## src/design/psu_pkg.sv

```systemverilog
// psu_pkg: constants, action codes and controller/datapath command types
// for the particle swarm update core; no dependencies
`default_nettype none
package psu_pkg;
    localparam int NumParticles = 64;
    localparam int NumDims      = 16;
    localparam int PW = $clog2(NumParticles);
    localparam int DW = $clog2(NumDims);
    localparam int AW = PW + DW;

    localparam logic [2:0] ACT_LOAD   = 3'd0;
    localparam logic [2:0] ACT_INIT   = 3'd1;
    localparam logic [2:0] ACT_UPDATE = 3'd2;
    localparam logic [2:0] ACT_EVAL   = 3'd3;
    localparam logic [2:0] ACT_READ   = 3'd4;

    localparam logic [1:0] CFG_INERTIA   = 2'd0;
    localparam logic [1:0] CFG_COGNITIVE = 2'd1;
    localparam logic [1:0] CFG_SOCIAL    = 2'd2;

    localparam logic signed [31:0] ScoreMax = 32'sh7fff_ffff;

    // commands from controller to datapath
    typedef struct packed {
        logic          capture;   // latch input word
        logic          rd_cell;   // read stores at particle/dim
        logic          wr_load;   // write loaded coord
        logic          upd_mul;   // first update stage (products)
        logic          upd_sum;   // second update stage (sum, saturate)
        logic          upd_wr;    // write back velocity/position
        logic          copy_rd;   // read position at copy index
        logic          copy_wr;   // write copied coord
        logic          score_cmp; // compare score against bests
        logic          rd_gbest;  // read global best coord
        logic          res_zero;  // result coord is zero
        logic          res_load;  // load output register
    } t_cmd;

    typedef struct packed {
        logic          p_better;
        logic          g_better;
    } t_stat;
endpackage
`default_nettype wire

```

## src/design/psu_ctrl.sv

```systemverilog
// psu_ctrl: sequencer for the particle swarm update core
// depends on psu_pkg
`default_nettype none
module psu_ctrl (
    input  wire logic          i_clk,
    input  wire logic          i_rst_n,
    input  wire logic          i_in_valid,
    output logic               o_in_ready,
    input  wire logic [2:0]    i_action,
    input  wire logic [5:0]    i_particle,
    input  wire logic [3:0]    i_dim,
    input  wire psu_pkg::t_stat i_stat,
    output psu_pkg::t_cmd      o_cmd,
    output logic [psu_pkg::DW-1:0] o_copy_idx,
    output logic               o_copy_p,
    output logic               o_copy_g,
    output logic               o_out_valid,
    input  wire logic          i_out_ready
);
    import psu_pkg::*;

    localparam logic [2:0] S_IDLE = 3'd0, S_RD = 3'd1, S_MUL = 3'd2, S_SUM = 3'd3,
                           S_CMP = 3'd4, S_CRD = 3'd5, S_CWR = 3'd6, S_RES = 3'd7;

    logic [2:0] r_state, n_state;
    logic [2:0] r_act;
    logic       r_ok;
    logic [DW:0] r_cnt;
    logic r_cp, r_cg;
    logic r_out_valid;
    logic can_take;

    assign can_take = !r_out_valid || i_out_ready;
    assign o_in_ready = (r_state == S_IDLE);
    assign o_out_valid = r_out_valid;
    assign o_copy_idx = r_cnt[DW-1:0];
    assign o_copy_p = r_cp;
    assign o_copy_g = r_cg;

    logic acc, p_ok, d_ok;
    assign acc  = i_in_valid && o_in_ready;
    assign p_ok = 32'(i_particle) < NumParticles;
    assign d_ok = 32'(i_dim) < NumDims;

    always_comb begin
        o_cmd = '0;
        n_state = r_state;
        o_cmd.capture = acc;
        case (r_state)
            S_IDLE: if (acc) n_state = S_RD;
            S_RD: begin
                o_cmd.rd_cell = 1'b1;
                o_cmd.rd_gbest = 1'b1;
                if (r_ok && r_act == ACT_LOAD) begin
                    o_cmd.wr_load = 1'b1; n_state = S_RES;
                end else if (r_ok && r_act == ACT_UPDATE) n_state = S_MUL;
                else if (r_ok && (r_act == ACT_INIT || r_act == ACT_EVAL)) n_state = S_CMP;
                else n_state = S_RES;
            end
            S_MUL: begin o_cmd.upd_mul = 1'b1; n_state = S_SUM; end
            S_SUM: begin o_cmd.upd_sum = 1'b1; n_state = S_RES; end
            S_CMP: begin
                o_cmd.score_cmp = 1'b1;
                if ((r_act == ACT_EVAL && i_stat.p_better) ||
                    (r_act == ACT_INIT && i_stat.g_better)) n_state = S_CRD;
                else n_state = S_RES;
            end
            S_CRD: begin o_cmd.copy_rd = 1'b1; n_state = S_CWR; end
            S_CWR: begin
                o_cmd.copy_wr = 1'b1;
                n_state = (32'(r_cnt) == NumDims - 1) ? S_RES : S_CRD;
            end
            S_RES: if (can_take) begin
                o_cmd.res_load = 1'b1;
                o_cmd.res_zero = !r_ok || !(r_act == ACT_UPDATE || r_act == ACT_READ);
                o_cmd.upd_wr = r_ok && r_act == ACT_UPDATE;
                n_state = S_IDLE;
            end
            default: n_state = S_IDLE;
        endcase
    end

    always_ff @(posedge i_clk) begin
        if (!i_rst_n) begin
            r_state <= S_IDLE; r_out_valid <= 1'b0;
            r_cnt <= '0; r_cp <= 1'b0; r_cg <= 1'b0; r_act <= ACT_LOAD; r_ok <= 1'b0;
        end else begin
            r_state <= n_state;
            if (o_cmd.res_load) r_out_valid <= 1'b1;
            else if (i_out_ready) r_out_valid <= 1'b0;
            if (acc) begin
                r_act <= i_action;
                case (i_action)
                    ACT_LOAD, ACT_UPDATE: r_ok <= p_ok && d_ok;
                    ACT_INIT, ACT_EVAL:   r_ok <= p_ok;
                    ACT_READ:             r_ok <= d_ok;
                    default:              r_ok <= 1'b0;
                endcase
            end
            if (o_cmd.score_cmp) begin
                r_cnt <= '0;
                r_cp <= r_act == ACT_EVAL;
                r_cg <= (r_act == ACT_EVAL) ? i_stat.p_better && i_stat.g_better : 1'b1;
            end else if (o_cmd.copy_wr) r_cnt <= r_cnt + 1'b1;
        end
    end

    a_copy_from_cmp: assert property (@(posedge i_clk) disable iff (!i_rst_n)
        (r_state == S_CMP && n_state == S_CRD) |=> r_cnt == '0)
        else $error("copy count not cleared");
    a_one_write: assert property (@(posedge i_clk) disable iff (!i_rst_n)
        !(o_cmd.wr_load && o_cmd.upd_wr)) else $error("two store writes");
    a_res_hold: assert property (@(posedge i_clk) disable iff (!i_rst_n)
        (r_out_valid && !i_out_ready) |=> r_out_valid) else $error("result dropped");
endmodule
`default_nettype wire

```

## config.mk

```make
export PLATFORM = sky130hd
export DESIGN_NAME = psu_ctrl
export DESIGN_NICKNAME = d
export VERILOG_FILES = /design/src/design/psu_pkg.sv /design/src/design/psu_ctrl.sv
export SDC_FILE = /design/constraint.sdc
export NUM_CORES = 1
export LEC_CHECK = 0
export BUFFER_PORTS_ARGS = -buffer_cell sky130_fd_sc_hd__buf_2
export CAP_MARGIN = 5
export CORE_UTILIZATION = 45
export DETAILED_ROUTE_END_ITERATION = 8
export PLACE_DENSITY = 0.77
export SLEW_MARGIN = 20
export SYNTH_ARGS = -nofsm -noshare
export SYNTH_HDL_FRONTEND = slang
export SYNTH_SLANG_ARGS = --single-unit
```

## constraint.sdc

```tcl
create_clock -name i_clk -period 4.9 [get_ports i_clk]
set_input_delay 0.49 -clock i_clk [delete_from_list [all_inputs] [get_ports i_clk]]
set_output_delay 0.49 -clock i_clk [all_outputs]
set_load 0.005 [all_outputs]
```

==> summary.txt, run 1 <==
Status
  – Status: completed

Placement
  – Area after DPL: 935 um2
  – PortBufs: 28
  – Placer congestion estimate: 0.784
  – Dpl hpwl: 1.19 mm
  – Placed Cells: around 140

Synth
  – Mapped Area: about 850 um2
  – Yosys reg bits: 15
  – Post-synth net total: ~120
  – Area leader, netlist: dfxtp_1
  – Ys async rst share: 0%
  – Share of the synthesized area in the top cell type: around a third
  – Yosys cell types: 40
  – Avg Inst Size Synth: slightly above 8 um2
  – Most used DFF post-synth: dfxtp_1
  – Cell with the most instances after synthesis: dfxtp_1
  – Mapped Cells: 103
  – Number of synthesis warnings: 0
  – Synth area leaders: dfxtp_1 (35%), buf_4 (7.0%), a21oi_1 (4.1%), nor2_1 (4.0%), inv_1 (3.1%)
  – Sequential fraction of the synthesis area: 35.2%
  – EDFF count, synth: 0
  – List of most frequent post-synthesis cells: dfxtp_1 (15), nor2_1 (9), buf_4 (8)

Die
  – Die width: roughly 46 um
  – CORE AREA: around 1700 um2
  – Row count: 15
  – Chip height: around 46 um
  – Die area: between 2000 and 2500 um2
  – Ports: 39
  – Initial Util: 48.9%

GRT
  – GR Overflow Total: 0
  – Global Route Usage Sum: 17.7%
  – Initial antenna violation count: 0
  – Vias in the first global route: 631
  – Largest net degree at the start of global routing: 15
  – First-pass GRT wire length: 2.60 mm

Critical path
  – Critical R2R Launch: r_cnt[0]
  – Worst setup SP type: flop
  – Crit Path Class: flop to output port
  – Critical path capture point: o_cmd[9]
  – Crit path arrival time: 1630 ps
  – Critical Path End Type: output port
  – Data required time of the worst path: between 4000 and 5000 ps
  – R2r setup slk: 3220 ps
  – R2r endpoint: r_state[1]
  – CP max FO: 13
  – Reg2Reg Depth: 7
  – CP startpoint: r_state[0]

STA
  – Max Transition Viols Final: 0
  – Final setup viols: 0
  – Crit path time final: around 2100 ps
  – Final hold slack: 470 ps
  – Period utilization: 43.3%
  – Hold Vio Cnt, Final: 0
  – Skew final: about 3.3 ps
  – Maximum clock rate: 472 MHz
  – Worst-margin pin slew: approximately 390 ps
  – RSZ-0062 raised after global routing: false
  – TNS Setup: 0 ps
  – Rel. slew slack: 73.7%

Clock tree
  – Max Buffers Root-to-Sink: 2
  – Post-CTS setup buffer count: 0
  – CTS Hold Buffers Added: 0
  – Clock root cell: clkbuf_4
  – Post-CTS resize count: 0
  – CTS buffer count: 3
  – Clock Pin Slew Worst Setup and Hold Paths: around 90 ps
  – Clock sink count: 15
  – H-tree levels: 1
  – CTS tree: built
  – Clock Latency Late Sink: 280 ps

Pwr
  – Psw: 84.9 uW
  – Combinational share of power: about a fifth
  – Sequential Power Share: 53.2%
  – Internal power: ~190 uW
  – Sw frac: 30.7%
  – Power Dens Cells: 287 nW/um2
  – Final total power: 276 uW
  – LEAKAGE: 0.000479 uW
  – Clock power frac: 25.5%
  – VDD IR max: 184 uV

Detailed routing
  – Drt wl/cell: 10.4 um
  – Number of vias per cell: just over 5
  – Via count: 749
  – Post-DRT Antenna Nets: 0
  – Drt drc: 0
  – DR iter-0 viols: 9
  – Detailed Routing Iterations Pass 1: 4
  – DRT Wirelength: around 1.5 mm

Layout
  – Finished Layout Cells: 147
  – Share of cells above drive strength 1: 30.3%
  – Number of diodes: 0
  – Layout area overhead: 12.6%
  – Final instance area: 961 um2
  – # nets final: ~140

Flow run
  – Max Cap Viol: 0

Hold path
  – Hold crit path type: flop to flop
worst min-delay path by stage:
stage	slack (ps)	from	cells past startpoint	endpoint
floorplan	450	o_copy_p	2	o_copy_p
global placement	450	o_copy_p	2	o_copy_p
detailed placement	460	o_copy_p	2	o_copy_p
CTS	470	o_copy_p	2	o_copy_p
global route	470	i_action[2]	3	r_act[2]
finish	470	o_copy_p	2	o_copy_p
metal layers:
metal / share of wire [%] / up-vias / global-route usage [%]
met5: 0 / - / 0
met4: 1.7 / 0 / 10.9
met3: 5.8 / 4 / 5.95
met2: 46 / 21 / 24.3
met1: 46 / 337 / 23.5
li1: - / 387 / -
cell type report:
type,count,area (um2)
Inverter,9,35.0
Fill cell,170,785
Sequential cell,15,300
Clock buffer,4,26.3
Timing Repair Buffer,28,140
Multi-Input combinational cell,66,428
Tap cell,25,31.3
critical path, stage by stage, from the launching register on:
cell and delay (ps):
dfxtp_1 530, or3b_1 440, nor4_1 220, buf_2 160
sequential cells by signal, indices dropped and copies added (netlist names):
signal / count
o_copy_g: 1
o_out_valid: 1
r_act: 3
r_cnt: 5
r_ok: 1
o_copy_p: 1
r_state: 3
cell families after synthesis:
| family | after synthesis | share of synthesized area [%] |
|---|---|---|
| muxes | 3 | 3.67 |
| buffers and inverters | 22 | 14.7 |
| and+or+nand+nor | 34 | 21.8 |
| xor gates and xnor gates | 4 | 4.11 |
| AOI/OAI and AO/OA | 23 | 17.6 |
| adders and majority gates | 2 | 2.93 |
| DFF | 15 | 35.2 |
layout by cell type (no fill, tap or decap), types with 2 or more instances in the layout:
master,n
a21oi_1,7
a31oi_1,2
and3_1,2
buf_2,28
clkbuf_4,3
dfxtp_1,15
ha_1,2
inv_1,7
mux2i_1,2
nand2_1,6
nand3_1,2
nand4_1,3
nor2_1,9
nor2b_1,3
nor3_1,2
o21ai_0,4
xor2_1,3
power by group through the flow:
stage	Sequential, uW	Combinational, uW	Clock [uW]
after floorplan	139	56.1	0
after global placement	149	57.7	0
after detailed placement	150	59.1	0
after CTS	147	59.6	72.7
after global routing	150	66.8	81.3
final	147	58.9	70.4
stage by stage:
stage               worst slack, ps  utilization [%]
floorplan                      3300                -
global placement               3050             53.5
detailed placement             3090             53.5
CTS                            2770             55.1
global route                   2660             55.1
finish                         2780             55.1
No activity file was read; power rests on OpenSTA's default activity.
==> run 2, diff against run 1 <==
--- a/config.mk
+++ b/config.mk
@@ -5,11 +5,12 @@
 export SDC_FILE = /design/constraint.sdc
 export NUM_CORES = 1
 export LEC_CHECK = 0
+export ABC_AREA = 1
 export BUFFER_PORTS_ARGS = -buffer_cell sky130_fd_sc_hd__buf_2
 export CAP_MARGIN = 5
 export CORE_UTILIZATION = 45
 export DETAILED_ROUTE_END_ITERATION = 8
-export PLACE_DENSITY = 0.77
+export PLACE_DENSITY = 0.76
 export SLEW_MARGIN = 20
 export SYNTH_ARGS = -nofsm -noshare
 export SYNTH_HDL_FRONTEND = slang
==> constraint.sdc (replaced) <==
create_clock -name i_clk -period 1.99 [get_ports i_clk]
set_input_delay 0.199 -clock i_clk [delete_from_list [all_inputs] [get_ports i_clk]]
set_output_delay 0.199 -clock i_clk [all_outputs]
set_load 0.005 [all_outputs]
==> run 2 against run 1 <==
  * Sequential share of layout area fell by 2.4 points
  * Sequential power rose to 3.1 times the previous value
  * Clock power rose by 150%
  * Routed wire length rose by 12%
  * Final area rose by 8.5%
  * Clock skew fell by 2.4 ps
  * Cell count rose by 22%
  * Combinational power rose to 7.4 times the previous value
  * First-iteration DRC count rose by 78%
  * Register-to-register slack got worse by 2700 ps
  * Critical path depth rose by 3
==> summary.txt, run 2 <==
STA
  – Max Transition Viols Final: 0
  – Period utilization: around 86%
  – Worst-margin pin slew: 415 ps
  – Final worst setup slack: 288 ps
  – Hold Vio Cnt, Final: 0
  – Rel. slew slack: 72.3%
  – Crit path time final: 1700 ps
  – Final setup viols: 0
  – Skew final: just under 0.9 ps
  – TNS Setup: 0 ps
  – RSZ-0062 raised after global routing: false
  – Maximum clock rate: 587 MHz

GRT
  – Largest net degree at the start of global routing: 10
  – Initial antenna violation count: 0
  – Vias in the first global route: 724
  – GR Overflow Total: 0
  – First-pass GRT wire length: roughly 2.9 mm
  – Global Route Usage Sum: 18.2%

Pwr
  – Final total power: 1060 uW
  – LEAKAGE: 0.000546 uW
  – Power Dens Cells: around 1000 nW/um2
  – VDD IR max: ~660 uV

Clock tree
  – Max Buffers Root-to-Sink: 2
  – Clock Pin Slew Worst Setup and Hold Paths: 90 ps
  – Post-CTS resize count: 0
  – H-tree levels: 1
  – Post-CTS setup buffer count: 0
  – Clock sink count: 15
  – CTS tree: built
  – CTS Hold Buffers Added: 0
  – Clock Latency Late Sink: 280 ps
  – Clock root cell: clkbuf_4
  – CTS buffer count: 3

Synth
  – Most used DFF post-synth: dfxtp_1
  – EDFF count, synth: 0
  – Area leader, netlist: dfxtp_1
  – Mapped Area: 900 um2
  – Avg Inst Size Synth: 6.92 um2
  – Ys async rst share: 0%
  – Share of the synthesized area in the top cell type: 33.4%
  – Yosys reg bits: 15
  – Synth area leaders: dfxtp_1 (33%), inv_1 (10%), nand2_1 (7.9%), a21oi_1 (5.6%), nand3_1 (5.6%)
  – Cell with the most instances after synthesis: inv_1
  – Number of synthesis warnings: 0
  – Post-synth net total: 151
  – List of most frequent post-synthesis cells: inv_1 (24), nand2_1 (19), dfxtp_1 (15)
  – Sequential fraction of the synthesis area: 33.4%
  – Mapped Cells: 130
  – Yosys cell types: 26

Detailed routing
  – Number of vias per cell: about 4.8
  – Post-DRT Antenna Nets: 0
  – Via count: about 860
  – Detailed Routing Iterations Pass 1: 4
  – Drt wl/cell: 9.56 um
  – Drt drc: 0
  – DR iter-0 viols: 16
  – DRT Wirelength: 1.72 mm

Hold path
  – Hold crit path type: input pin to flop

Critical path
  – Critical Path End Type: output port
  – Worst setup SP type: flop
  – CP max FO: 8
  – Crit Path Class: flop to output port
  – Crit path arrival time: approximately 1500 ps
  – Data required time of the worst path: 1790 ps

Placement
  – PortBufs: 28
  – Area after DPL: 1010 um2
  – Placer congestion estimate: around 0.81
  – Pre-CTS setup slack: between 500 and 600 ps
  – Dpl hpwl: approximately 1.4 mm

Die
  – Die width: ~47 um
  – Ports: 39
  – CORE AREA: 1800 um2
  – Die area: between 2000 and 2500 um2
  – Chip height: between 40 and 50 um
  – Row count: 15
  – Initial Util: 49.9%

Layout
  – Max reg flops: 5
  – Final instance area: 1040 um2
  – Most frequent cells in the layout: buf_2 (28), inv_1 (24), nand2_1 (19)
  – Top Registers: r_cnt (5), r_act (3), r_state (3)
  – Layout area overhead: 15.9%
  – Number of diodes: 0
  – Most common cell after layout, fill and taps aside: buf_2
  – # nets final: 177
  – Top reg by flops: r_cnt
  – Share of cells above drive strength 1: 31.0%

Flow run
  – Max Cap Viol: 0

Status
  – Status: completed
## run 2: cell count changes after synthesis, sizes merged, moves of 3 or more
cell and change:
a21oi +3, nor2 +5, nor2b -3, nand3 +8
inv +20, xor2 -3, buf -5, nand2 +18
## run 2: power by group
| part | switching [uW] | internal (uW) |
|---|---|---|
| Combinational | 263 | 173 |
| Clock | 102 | 74.6 |
| Sequential | 93.1 | 359 |
| Total | 458 | 607 |
## run 2: metrics by stage
stage                     hold WS [ps]  instances  util (%)
final                              158        180      57.8
after global routing               199        180      57.8
after CTS                          159        180      57.8
after detailed placement           456        176      56.3
after global placement             454        176      56.3
after floorplan                    297        130         -
## run 2: path summary, 6_finish.rpt
path | cells past startpoint | slack (ps) | start | end
worst min register to register | 2 | 490 | o_copy_g | o_copy_g
worst min-delay path | 3 | 160 | i_action[0] | r_act[0]
worst max-delay path | 6 | 290 | r_state[2] | o_cmd[1]
worst max register to register | 5 | 570 | r_state[2] | r_cnt[2]
## run 2: layer usage
metal / vias up / wire length, um / track usage, %
met2: 15 / 780 / 29.2
li1: 458 / - / -
met1: 380 / 853 / 24.2
met3: 2 / 69 / 2.35
met5: - / 0 / 0
met4: 0 / 16 / 8.57
## run 2: final cells by class
type                    instances  area (um2)
clock buffers                   3        22.5
clock inverters                 1        5.00
fillers                       184         759
inverters                      28         108
multi-input cells              80         435
flip-flops and latches         15         300
well taps                      25        31.3
repair buffers                 28         140
## run 2: critical path, cell delays in order, from the launching register on
cell and delay (ps):
dfxtp_1 580, inv_4 100, nor2_2 140, nand2_1 90
inv_1 70, and3_1 140, buf_2 100
## run 2: cell families (layout without fill, tap and decap cells)
| kind of cell | after synthesis | after routing | share of synthesized area [%] |
|---|---|---|---|
| flip-flops | 15 | 15 | 33.4 |
| buffers and inverters | 35 | 60 | 18.2 |
| AO/OA/AOI/OAI | 22 | 22 | 14.7 |
| adder cells (fa/ha/maj) | 2 | 2 | 2.78 |
| AND/OR/NAND/NOR | 56 | 56 | 30.9 |
